**config.mk**
```make
export PLATFORM = sky130hd
export DESIGN_NAME = http_get_request_parser
export DESIGN_NICKNAME = d
export VERILOG_FILES = /design/src/hgp_pkg.sv /design/src/http_get_request_parser.sv /design/src/hgp_step.sv
export VERILOG_INCLUDE_DIRS = /design/src /design/src/src
export SDC_FILE = /design/constraint.sdc
export NUM_CORES = 1
export LEC_CHECK = 0
export ABC_AREA = 1
export BUFFER_PORTS_ARGS = -buffer_cell sky130_fd_sc_hd__buf_2
export CAP_MARGIN = 10
export CORE_MARGIN = 2
export CORE_UTILIZATION = 40
export CTS_CLUSTER_SIZE = 12
export DETAILED_ROUTE_END_ITERATION = 10
export MAX_ROUTING_LAYER = met4
export PLACE_DENSITY = 0.7
export SETUP_SLACK_MARGIN = 0.15
export SYNTH_ARGS = -nofsm -noshare
export SYNTH_HDL_FRONTEND = slang
export SYNTH_SLANG_ARGS = --single-unit
```
**constraint.sdc**
```tcl
create_clock -name aclk -period 4.3 [get_ports aclk]
set_clock_uncertainty 0.1 [all_clocks]
set_input_delay 0.86 -clock aclk [delete_from_list [all_inputs] [get_ports aclk]]
set_output_delay 0.86 -clock aclk [all_outputs]
set_load 0.1 [all_outputs]
```
**src/assert_macros.svh**
```systemverilog
// ----------------------------------------------------------------------------
// assertion macros
// shared concurrent assertion helpers, empty when SYNTHESIS is defined
// ----------------------------------------------------------------------------
`ifndef ASSERT_MACROS_SVH
`define ASSERT_MACROS_SVH

`ifndef SYNTHESIS

`define ASSERT_IMP(lbl, clk, rstn, ante, cons) \
    lbl: assert property (@(posedge clk) disable iff (!(rstn)) (ante) |-> (cons)) \
        else $error("assertion failed");

`define ASSERT_NXT(lbl, clk, rstn, ante, cons) \
    lbl: assert property (@(posedge clk) disable iff (!(rstn)) (ante) |=> (cons)) \
        else $error("assertion failed");

`else

`define ASSERT_IMP(lbl, clk, rstn, ante, cons)

`define ASSERT_NXT(lbl, clk, rstn, ante, cons)

`endif

`endif

```
**src/hgp_pkg.sv**
```systemverilog
// ----------------------------------------------------------------------------
// hgp_pkg
// phase and status codes, character constants and result type of the parser
// ----------------------------------------------------------------------------
package hgp_pkg;

    typedef enum logic [4:0] {
        PH_IDLE = 5'd0,
        PH_G    = 5'd1,
        PH_E    = 5'd2,
        PH_T    = 5'd3,
        PH_SP   = 5'd4,
        PH_URI  = 5'd5,
        PH_V0   = 5'd6,
        PH_V1   = 5'd7,
        PH_V2   = 5'd8,
        PH_V3   = 5'd9,
        PH_V4   = 5'd10,
        PH_V5   = 5'd11,
        PH_V6   = 5'd12,
        PH_V7   = 5'd13,
        PH_SKIP = 5'd14,
        PH_CR1  = 5'd15,
        PH_LF1  = 5'd16,
        PH_CR2  = 5'd17
    } phase_t;

    typedef enum logic [2:0] {
        ST_PARSING = 3'd0,
        ST_ACCEPT  = 3'd1,
        ST_BAD     = 3'd2,
        ST_LONG    = 3'd3,
        ST_IDLE    = 3'd4
    } status_t;

    localparam logic [7:0] CH_G     = 8'h47;
    localparam logic [7:0] CH_E     = 8'h45;
    localparam logic [7:0] CH_T     = 8'h54;
    localparam logic [7:0] CH_SPACE = 8'h20;
    localparam logic [7:0] CH_H     = 8'h48;
    localparam logic [7:0] CH_P     = 8'h50;
    localparam logic [7:0] CH_SLASH = 8'h2f;
    localparam logic [7:0] CH_ONE   = 8'h31;
    localparam logic [7:0] CH_DOT   = 8'h2e;
    localparam logic [7:0] CH_CR    = 8'h0d;
    localparam logic [7:0] CH_LF    = 8'h0a;

    typedef struct packed {
        status_t    status;
        logic       uri_valid;
        logic [7:0] uri_index;
        logic [7:0] uri_byte;
    } result_t;

    function automatic logic [7:0] version_char(input logic [2:0] pos);
        logic [7:0] ch;
        case (pos)
            3'd0:    ch = CH_H;
            3'd1:    ch = CH_T;
            3'd2:    ch = CH_T;
            3'd3:    ch = CH_P;
            3'd4:    ch = CH_SLASH;
            3'd5:    ch = CH_ONE;
            3'd6:    ch = CH_DOT;
            default: ch = CH_ONE;
        endcase
        return ch;
    endfunction

endpackage

```
**src/http_get_request_parser.sv**
```systemverilog
// ----------------------------------------------------------------------------
// http_get_request_parser
// byte-wide http/1.1 get request line parser with uri extraction
// ----------------------------------------------------------------------------
// Request bytes enter on the s_ stream: s_tdata carries the byte, s_tuser
// marks the first byte of a new connection and restarts the parser, s_tlast
// marks the close of the stream (its data byte is ignored). Every request
// byte gives exactly one result on the m_ stream: a status code and, for bytes
// of the uri, the uri byte and its index.
// An accepted request byte passes the input register, then the decode logic
// into the result register, before its result shows on m_tvalid. Throughput
// is one byte per cycle while m_tready holds; the byte decision is
// a single pass of compare logic against the parse phase register.
// Reset clears both registers' valid flags and puts the parser in its idle
// phase, where bytes give the idle status until s_tuser marks a new request.
// When the receiver stalls, the result holds in the output register, the
// input register fills behind it, and s_tready drops until m_tready returns.
// ----------------------------------------------------------------------------
`include "assert_macros.svh"

module http_get_request_parser
    import hgp_pkg::*;
#(
    parameter int URI_MAX_LEN = 255
) (
    input  logic        aclk,
    input  logic        aresetn,
    input  logic        s_tvalid,
    output logic        s_tready,
    input  logic [7:0]  s_tdata,   // [7:0] data_byte
    input  logic        s_tuser,   // [0] new_request
    input  logic        s_tlast,   // stream_end
    output logic        m_tvalid,
    input  logic        m_tready,
    output logic [23:0] m_tdata,   // [2:0] status, [10:3] uri_index, [18:11] uri_byte
    output logic        m_tuser    // [0] uri_valid
);

    localparam int CW = $clog2(URI_MAX_LEN + 1);

    logic          in_valid_reg, in_valid_next;
    logic [7:0]    in_byte_reg;
    logic          in_new_reg;
    logic          in_end_reg;
    phase_t        phase_reg, phase_next;
    logic [CW-1:0] count_reg, count_next;
    logic          out_valid_reg, out_valid_next;
    result_t       out_res_reg, res_next;
    logic          advance;
    logic          s_fire;

    assign advance  = in_valid_reg && (!out_valid_reg || m_tready);
    assign s_tready = !in_valid_reg || advance;
    assign s_fire   = s_tvalid && s_tready;

    hgp_step #(
        .URI_MAX_LEN (URI_MAX_LEN)
    ) u_step (
        .phase       (phase_reg),
        .count       (count_reg),
        .data_byte   (in_byte_reg),
        .new_request (in_new_reg),
        .stream_end  (in_end_reg),
        .phase_next  (phase_next),
        .count_next  (count_next),
        .result      (res_next)
    );

    always_comb begin
        in_valid_next  = s_fire ? 1'b1 : (advance ? 1'b0 : in_valid_reg);
        out_valid_next = advance ? 1'b1 : (m_tready ? 1'b0 : out_valid_reg);
    end

    always_ff @(posedge aclk) begin
        if (!aresetn) begin
            in_valid_reg  <= 1'b0;
            out_valid_reg <= 1'b0;
            phase_reg     <= PH_IDLE;
            count_reg     <= '0;
        end else begin
            in_valid_reg  <= in_valid_next;
            out_valid_reg <= out_valid_next;
            if (advance) begin
                phase_reg <= phase_next;
                count_reg <= count_next;
            end
        end
    end

    always_ff @(posedge aclk) begin
        if (s_fire) begin
            in_byte_reg <= s_tdata;
            in_new_reg  <= s_tuser;
            in_end_reg  <= s_tlast;
        end
        if (advance) begin
            out_res_reg <= res_next;
        end
    end

    assign m_tvalid = out_valid_reg;
    assign m_tuser  = out_res_reg.uri_valid;
    assign m_tdata  = {5'd0, out_res_reg.uri_byte, out_res_reg.uri_index,
                       out_res_reg.status};

    `ASSERT_IMP(a_count_bound, aclk, aresetn, 1'b1, count_reg <= CW'(URI_MAX_LEN))
    `ASSERT_IMP(a_uri_parsing, aclk, aresetn, out_valid_reg && out_res_reg.uri_valid,
        out_res_reg.status == ST_PARSING)
    `ASSERT_NXT(a_final_idle, aclk, aresetn,
        advance && (res_next.status == ST_ACCEPT || res_next.status == ST_BAD ||
                    res_next.status == ST_LONG),
        phase_reg == PH_IDLE)
    `ASSERT_NXT(a_phase_hold, aclk, aresetn, !advance,
        $stable(phase_reg) && $stable(count_reg))

endmodule

```
**src/hgp_step.sv**
```systemverilog
// ----------------------------------------------------------------------------
// hgp_step
// decides one request byte against the current phase and uri count
// ----------------------------------------------------------------------------
module hgp_step
    import hgp_pkg::*;
#(
    parameter int URI_MAX_LEN = 255
) (
    input  phase_t                             phase,
    input  logic [$clog2(URI_MAX_LEN+1)-1:0]   count,
    input  logic [7:0]                         data_byte,
    input  logic                               new_request,
    input  logic                               stream_end,
    output phase_t                             phase_next,
    output logic [$clog2(URI_MAX_LEN+1)-1:0]   count_next,
    output result_t                            result
);

    localparam int CW = $clog2(URI_MAX_LEN + 1);
    localparam logic [CW-1:0] MAX_COUNT = CW'(URI_MAX_LEN);

    phase_t          cur_phase;
    logic [CW-1:0]   cur_count;
    logic [CW+7:0]   count_ext;
    logic [7:0]      want;
    logic [2:0]      ver_pos;
    logic [4:0]      phase_inc;

    assign cur_phase = new_request ? PH_G : phase;
    assign cur_count = new_request ? '0 : count;
    assign count_ext = {8'd0, cur_count};
    assign ver_pos   = 3'(cur_phase - PH_V0);
    assign phase_inc = cur_phase + 5'd1;

    always_comb begin
        case (cur_phase)
            PH_G:    want = CH_G;
            PH_E:    want = CH_E;
            PH_T:    want = CH_T;
            default: want = CH_SPACE;
        endcase
    end

    always_comb begin
        phase_next       = cur_phase;
        count_next       = cur_count;
        result.status    = ST_PARSING;
        result.uri_valid = 1'b0;
        result.uri_index = 8'd0;
        result.uri_byte  = 8'd0;
        if (cur_phase == PH_IDLE) begin
            result.status = ST_IDLE;
        end else if (stream_end) begin
            result.status = ST_BAD;
            phase_next    = PH_IDLE;
        end else begin
            case (cur_phase)
                PH_G, PH_E, PH_T, PH_SP: begin
                    if (data_byte == want) begin
                        phase_next = phase_t'(phase_inc);
                    end else begin
                        result.status = ST_BAD;
                        phase_next    = PH_IDLE;
                    end
                end
                PH_URI: begin
                    if (data_byte == CH_SPACE) begin
                        phase_next = PH_V0;
                    end else if (cur_count >= MAX_COUNT) begin
                        result.status = ST_LONG;
                        phase_next    = PH_IDLE;
                    end else begin
                        result.uri_valid = 1'b1;
                        result.uri_index = count_ext[7:0];
                        result.uri_byte  = data_byte;
                        count_next       = cur_count + 1'b1;
                    end
                end
                PH_V0, PH_V1, PH_V2, PH_V3, PH_V4, PH_V5, PH_V6, PH_V7: begin
                    if (data_byte == version_char(ver_pos)) begin
                        phase_next = phase_t'(phase_inc);
                    end else begin
                        result.status = ST_BAD;
                        phase_next    = PH_IDLE;
                    end
                end
                PH_SKIP: begin
                    if (data_byte == CH_CR) begin
                        phase_next = PH_CR1;
                    end
                end
                PH_CR1: begin
                    if (data_byte == CH_LF) begin
                        phase_next = PH_LF1;
                    end else if (data_byte == CH_CR) begin
                        phase_next = PH_CR1;
                    end else begin
                        phase_next = PH_SKIP;
                    end
                end
                PH_LF1: begin
                    phase_next = (data_byte == CH_CR) ? PH_CR2 : PH_SKIP;
                end
                PH_CR2: begin
                    if (data_byte == CH_LF) begin
                        result.status = ST_ACCEPT;
                        phase_next    = PH_IDLE;
                    end else if (data_byte == CH_CR) begin
                        phase_next = PH_CR1;
                    end else begin
                        phase_next = PH_SKIP;
                    end
                end
                default: begin
                    result.status = ST_IDLE;
                    phase_next    = PH_IDLE;
                end
            endcase
        end
    end

endmodule
```
==> results of run 1 <==
per-layer routing:
| metal | share of wire | wire (um) |
|---|---|---|
| met4 | 0.017 | 98 |
| met1 | 0.43 | 2520 |
| met3 | 0.068 | 398 |
| met2 | 0.49 | 2860 |
| met5 | 0 | 0 |
worst max path at each step:
| stage | slack (ps) | from | cells past startpoint | end |
|---|---|---|---|---|
| floorplan | 1350 | m_tvalid | 1 | s_tready |
| global placement | 1600 | m_tready | 9 | count_reg[2] |
| detailed placement | 1590 | m_tready | 9 | count_reg[2] |
| global route | 1420 | in_new_reg | 14 | phase_reg[4] |
| CTS | 1690 | in_new_reg | 14 | phase_reg[4] |
| finish | 1630 | in_new_reg | 14 | phase_reg[4] |
area by class of cell:
| class | count | area (um^2) | share of cell area |
|---|---|---|---|
| flip-flops and latches | 45 | 1200 | 0.415 |
| clock inverters | 1 | 7.51 | 0.00259 |
| inverters | 44 | 165 | 0.0571 |
| repair buffers | 36 | 183 | 0.0631 |
| multi-input cells | 243 | 1160 | 0.403 |
| clock buffers | 7 | 76.3 | 0.0264 |
| well taps | 77 | 96.3 | 0.0333 |
through the flow:
stage	setup WS, ps	power (mW)	cells	hold slack [ps]
4_1_cts	1690	0.919	453	381
3_5_place_dp	1590	0.670	445	369
2_1_floorplan	1350	0.644	341	345
5_1_grt	1420	0.953	453	407
3_3_place_gp	1600	0.669	445	351
6_report	1630	0.914	453	379
where the power goes:
group	leakage [nW]	switching, mW	internal [mW]	total, mW
clock	0.0385	0.139	0.115	0.254
sequential	0.404	0.0125	0.479	0.491
combinational	0.793	0.141	0.0280	0.169
total	1.23	0.292	0.622	0.914
cell families (layout without fill, tap and decap cells):
kind of cell / Yosys count / after routing / share of synthesized area
compound gates: 38 / 38 / 0.0780
xor+xnor: 2 / 2 / 0.00679
fa+ha+maj: 3 / 3 / 0.0145
buf+inv: 53 / 88 / 0.0892
flops: 45 / 45 / 0.465
other cells: 1 / 5 / 0.00145
simple gates: 195 / 195 / 0.345
cells in the final DEF (no fill, tap or decap), types with 3 or more instances in the layout:
| cell | n |
|---|---|
| sky130_fd_sc_hd__nand2_1 | 90 |
| sky130_fd_sc_hd__nor2_1 | 47 |
| sky130_fd_sc_hd__buf_2 | 35 |
| sky130_fd_sc_hd__inv_1 | 34 |
| sky130_fd_sc_hd__edfxtp_1 | 30 |
| sky130_fd_sc_hd__nand3_1 | 19 |
| sky130_fd_sc_hd__a21oi_1 | 19 |
| sky130_fd_sc_hd__dfxtp_1 | 15 |
| sky130_fd_sc_hd__nand2_2 | 9 |
| sky130_fd_sc_hd__inv_2 | 8 |
| sky130_fd_sc_hd__nor3_1 | 8 |
| sky130_fd_sc_hd__o21ai_1 | 7 |
| sky130_fd_sc_hd__o21ai_0 | 7 |
| sky130_fd_sc_hd__nand4_1 | 6 |
| sky130_fd_sc_hd__conb_1 | 5 |
| sky130_fd_sc_hd__clkbuf_8 | 5 |
| sky130_fd_sc_hd__nor2_2 | 3 |
| sky130_fd_sc_hd__ha_1 | 3 |
worst max-delay path, cell delays in order, from the launching register on:
cell                       delay (ps)
sky130_fd_sc_hd__edfxtp_1         570
sky130_fd_sc_hd__inv_2            310
sky130_fd_sc_hd__nand2_2          130
sky130_fd_sc_hd__nor2_1           270
sky130_fd_sc_hd__inv_1            120
sky130_fd_sc_hd__nor2_1           130
sky130_fd_sc_hd__ha_1             200
sky130_fd_sc_hd__nor2_1            60
sky130_fd_sc_hd__nand2_1           50
sky130_fd_sc_hd__nor3_1            50
sky130_fd_sc_hd__nand2_1           70
sky130_fd_sc_hd__nand3_1          130
sky130_fd_sc_hd__nor2_1           190
sky130_fd_sc_hd__nand2_1           90
sky130_fd_sc_hd__a21oi_1          130
==> results.py, run 1 <==
metrics = {
    "status": {
        "run_status": "finished clean",
    },
    "synth": {
        "yosys.cell_count.top_type": "sky130_fd_sc_hd__nand2_1",
        "netlist_instances": 337,
        "cell_area_after_technology_mapping_mm2": 0.00258,
        "synth_enable_flop_cells": 30,
        "ys.flop_type": "sky130_fd_sc_hd__edfxtp_1",
        "ys_top_cells_by_count": "sky130_fd_sc_hd__nand2_1, sky130_fd_sc_hd__nor2_1, sky130_fd_sc_hd__inv_1",
        "synth_top_cell_by_area": "sky130_fd_sc_hd__edfxtp_1",
        "yosys.cell_types.count": 36,
        "share_of_synthesized_area_occupied_by_flip_flops_and_latches": 0.465,
        "synth_area_leaders": "sky130_fd_sc_hd__edfxtp_1, sky130_fd_sc_hd__nand2_1, sky130_fd_sc_hd__dfxtp_1, sky130_fd_sc_hd__nor2_1, sky130_fd_sc_hd__inv_1",
        "ys_seq_elements": 45,
        "netlist.area_leader.share": 0.349,
        "synth.yosys.warnings": 0,
        "syn_avg_cell_area_um2": 7.66,
        "asyncSetResetFlopFracSynth": 0,
    },
    "worst_hold_path": {
        "hold_path.class": "reg -> reg",
        "min_delay_path_depth": 2,
        "holdCritStartpoint": "count_reg[6]",
        "whs_endpoint": "count_reg[6]",
    },
    "global_route": {
        "grt_first_pass_wirelength_um": 9850,
        "grt_most_used_layer": "met2",
        "gr_ovfl_total": 0,
        "antenna_found_initial": 0,
        "met1_usage": 0.217,
        "routing_usage_on_met2": 0.293,
        "grt_max_degree": 21,
        "global_route.usage.met3": 0.0364,
        "grt_usage": 0.177,
        "first_global_vias": 2128,
    },
    "worst_setup_path": {
        "regToRegStartpoint": "in_new_reg",
        "timing.reg2reg.setup_slack_ps": 1630,
        "crit_end_element": "register",
        "worst_ep_arrival_time_ps": 2790,
        "critPathRequiredTime_ps": 4420,
        "regToRegEndpoint": "phase_reg[4]",
        "worstPathMaxFanout": 12,
        "reg2regPathDepth": 14,
        "worstSetupStartpointType": "register",
        "critPathKind": "reg -> reg",
    },
    "routing": {
        "route.vias.total": 2294,
        "drc": 0,
        "firstDrtPassIters": 5,
        "ant_nets": 0,
        "dr.first_iter.drc_count": 154,
        "wirelength_routed_um": 5880,
        "routed_via_density": 5.06,
        "detail_route.wl_per_cell_um": 13.0,
    },
    "clock_network": {
        "cts-resized-gates": 0,
        "cts_setup_buffers": 0,
        "hold_buffers": 0,
        "cts.path.max_buffers": 2,
        "clockRootBuffer": "sky130_fd_sc_hd__clkbuf_8",
        "clkLatencyLatePin_ps": 290,
        "htreeDepth": 2,
        "clkSlewWorstSetupHoldPaths_ps": 80,
        "cts_buf_count": 5,
        "cts_num_sinks": 45,
        "cts_tree": "built",
    },
    "finish": {
        "post_route_cells_drive_above_1_share": 0.184,
        "largest_reg_flops": 19,
        "area.growth.synth_to_final_pct": 12.1,
        "postLayoutCellArea_mm2": 0.00289,
        "final_net_count": 392,
        "num-fill-cells": 640,
        "num_antenna_cells": 0,
        "final_core_util": 0.461,
    },
    "timing": {
        "final_min_period_over_clock_period": 0.620,
        "timing.final.crit_period_ps": 2670,
        "maxClockFrequency_mhz": 375,
        "timing_hold_violations_final": 0,
        "setup_repair_after_global_routing_missed_its_margin": "false",
        "finalMaxSlewViolations": 0,
        "setup_viol": 0,
        "finalSetupTns_ps": 0,
    },
    "floorplan": {
        "floorplan.initialDensity": 0.411,
        "die_w_um": 84.3,
        "floorplan.die_area_mm2": 0.00711,
        "standard_cell_core_area_mm2": 0.00628,
        "floorplan.io_pins": 41,
        "num_rows": 29,
        "fp.dieH_um": 84.3,
    },
    "place": {
        "hpwl_um": 4500,
        "portBuffers": 35,
        "global_placer_s_final_weighted_congestion": 0.972,
        "place_area_mm2": 0.00281,
    },
    "power_and_ir_drop": {
        "vdd_drop_max_v": 0.000170,
        "power_dens_cells_mw_per_mm2": 316,
        "total_leakage_power_nw": 1.23,
    },
    "flow_run": {
        "maxCapViolations": 0,
    },
}
Note: power is estimated with default switching activity, not from simulation.
==> inputs of run 2 (changes only) <==
--- a/config.mk
+++ b/config.mk
@@ -14,7 +14,7 @@
 export CTS_CLUSTER_SIZE = 12
 export DETAILED_ROUTE_END_ITERATION = 10
 export MAX_ROUTING_LAYER = met4
-export PLACE_DENSITY = 0.7
+export PLACE_DENSITY = 0.72
 export SETUP_SLACK_MARGIN = 0.15
 export SYNTH_ARGS = -nofsm -noshare
 export SYNTH_HDL_FRONTEND = slang
==> constraint.sdc (replaced) <==
create_clock -name aclk -period 2.35 [get_ports aclk]
set_clock_uncertainty 0.1 [all_clocks]
set_input_delay 0.47 -clock aclk [delete_from_list [all_inputs] [get_ports aclk]]
set_output_delay 0.47 -clock aclk [all_outputs]
set_load 0.1 [all_outputs]
==> results.py, run 2 (synthesis gave the netlist of run 1 again) <==
metrics = {
    "finish": {
        "num-fill-cells": 602,
        "final_net_count": 431,
        "final_cell_mix": "sky130_fd_sc_hd__nand2_1, sky130_fd_sc_hd__nor2_1, sky130_fd_sc_hd__buf_2",
        "largest_reg_flops": 19,
        "mostFrequentLayoutCell": "sky130_fd_sc_hd__nand2_1",
        "area_of_combinational_cells_with_multiple_inputs_mm2": 0.00132,
        "postLayoutCellArea_mm2": 0.00338,
        "post_route_cells_drive_above_1_share": 0.349,
        "ff_latch_area_mm2": 0.00120,
        "num_antenna_cells": 0,
        "instances_no_fill": 492,
        "area.growth.synth_to_final_pct": 30.8,
    },
    "worst_setup_path": {
        "crit_end_element": "register",
        "critPathKind": "reg -> reg",
        "worstSetupStartpointType": "register",
        "critPathRequiredTime_ps": 2440,
        "regToRegStartpoint": "in_new_reg",
        "worstPathMaxFanout": 8,
        "reg2regPathDepth": 13,
        "timing.reg2reg.setup_slack_ps": 180,
        "critical-path-max-stage-delay_ps": 380,
        "regToRegEndpoint": "count_reg[5]",
        "critical_path.slowest_cell": "sky130_fd_sc_hd__edfxtp_1",
        "worst_ep_arrival_time_ps": 2260,
        "crit_top_cell": "sky130_fd_sc_hd__nor3_2",
        "crit_path_cell_trace": "buf_6 -> nor2_2 -> ha_2 -> nand4_1 -> nor3_2 -> nand2_1 -> nand2_2 -> nor2_4 -> inv_2 -> buf_12 -> nor3_2 -> xor2_1 -> nor2_1",
    },
    "power_and_ir_drop": {
        "p_seq_frac": 0.511,
        "p_int_mw": 1.20,
        "vdd_drop_max_v": 0.000274,
        "p_sw_frac": 0.319,
        "clockPowerShare": 0.284,
        "comb_power_share": 0.205,
        "power_dens_cells_mw_per_mm2": 521,
        "total_leakage_power_nw": 1.45,
        "switchingPower_uw": 560,
        "finalPower_mw": 1.76,
    },
    "timing": {
        "setup_repair_after_global_routing_missed_its_margin": "true",
        "maxClockFrequency_mhz": 461,
        "timing.final.crit_period_ps": 2170,
        "timing_hold_violations_final": 0,
        "finalMaxSlewViolations": 0,
        "final_min_period_over_clock_period": 0.924,
        "finalSetupTns_ps": 0,
        "setup_viol": 0,
    },
    "routing": {
        "route.vias.total": 2458,
        "dr.first_iter.drc_count": 126,
        "drc": 0,
        "wirelength_routed_um": 6310,
        "detail_route.wl_per_cell_um": 12.8,
        "firstDrtPassIters": 4,
        "routed_via_density": 5.00,
        "ant_nets": 0,
    },
    "place": {
        "place_area_mm2": 0.00306,
        "post-place-cells": 475,
        "global_placer_s_final_weighted_congestion": 0.913,
        "portBuffers": 35,
        "hpwl_um": 4770,
    },
    "clock_network": {
        "clockRootBuffer": "sky130_fd_sc_hd__clkbuf_8",
        "clkSlewWorstSetupHoldPaths_ps": 90,
        "cts_buf_count": 5,
        "cts_num_sinks": 45,
        "hold_buffers": 0,
        "cts_tree": "built",
        "cts.path.max_buffers": 2,
        "htreeDepth": 2,
        "clkLatencyLatePin_ps": 300,
    },
    "floorplan": {
        "standard_cell_core_area_mm2": 0.00628,
        "floorplan.die_area_mm2": 0.00711,
        "floorplan.initialDensity": 0.411,
        "die_w_um": 84.3,
        "num_rows": 29,
        "floorplan.io_pins": 41,
        "fp.dieH_um": 84.3,
    },
    "global_route": {
        "first_global_vias": 2277,
        "grt_max_degree": 17,
        "grt_usage": 0.182,
        "gr_ovfl_total": 0,
        "antenna_found_initial": 0,
        "grt_first_pass_wirelength_um": 10100,
    },
    "worst_hold_path": {
        "hold_path.class": "in -> reg",
        "whs_endpoint": "in_end_reg",
        "min_delay_path_depth": 1,
        "holdCritStartpoint": "s_tlast",
    },
    "flow_run": {
        "maxCapViolations": 0,
    },
    "status": {
        "run_status": "finished clean",
    },
}
==> run 2: cell types whose count changed in the layout (fill, tap and decap cells not counted), moves of 4 or more <==
cell                      previous run  this run
sky130_fd_sc_hd__buf_4               1        34
sky130_fd_sc_hd__nand2_2             9        18
sky130_fd_sc_hd__nor2_2              3         7
sky130_fd_sc_hd__nor2_4              2         7
sky130_fd_sc_hd__buf_6               0         4
sky130_fd_sc_hd__nor2_1             47        38
sky130_fd_sc_hd__nand2_1            90        81
==> run 2: layout make-up <==
type | instances | share of cell area
Multi-Input combinational cell | 244 | 0.389
Sequential cell | 45 | 0.356
Timing Repair Buffer | 74 | 0.147
Inverter | 44 | 0.0508
Tap cell | 77 | 0.0285
Clock buffer | 6 | 0.0245
Clock inverter | 2 | 0.00371
==> run 2: power by group through the flow <==
stage                     Combinational [mW]  Clock (mW)  Sequential [mW]
after global placement                 0.328           0            0.917
after CTS                              0.343       0.513            0.898
after detailed placement               0.330           0            0.918
after global routing                   0.383       0.541            0.902
final                                  0.360       0.500            0.898
after floorplan                        0.143           0             1.04
==> run 2: worst max-delay path, delay by kind of cell (launching register included) <==
family	cells	cell delay, ps
simple gates	8	860
flops	1	380
buf+inv	3	380
fa+ha+maj	1	190
xor+xnor	1	140
==> run 2: routing by layer <==
layer / global-route usage / vias to the layer above / wire length, um
met4: 0.0462 / 0 / 55
met2: 0.325 / 57 / 3220
met5: - / - / 0
met1: 0.215 / 1147 / 2790
li1: - / 1248 / -
met3: 0.0265 / 6 / 240
==> run 2: stage by stage <==
stage / setup WS [ps] / utilization / hold slack (ps)
floorplan: 169 / - / 345
global placement: 59.2 / 0.487 / 355
detailed placement: -38.7 / 0.487 / 358
CTS: 162 / 0.518 / 239
global route: 14.2 / 0.538 / 235
finish: 178 / 0.538 / 245
==> run 2: what timing repair did <==
action | CTS | global route
pin swaps | 7 | 11
endpoints found under the setup margin | 26 | 28
gates cloned | 0 | 1
resized for setup | 18 | 28
buffers inserted | 5 | 3
==> run 2: worst max path at each step <==
stage	startpoint	to	cells after the start
after floorplan	in_new_reg	m_tdata[10]	11
after global placement	in_new_reg	phase_reg[0]	14
after detailed placement	in_new_reg	phase_reg[1]	15
after CTS	in_new_reg	phase_reg[2]	16
after global routing	in_new_reg	phase_reg[0]	16
final	in_new_reg	count_reg[5]	13
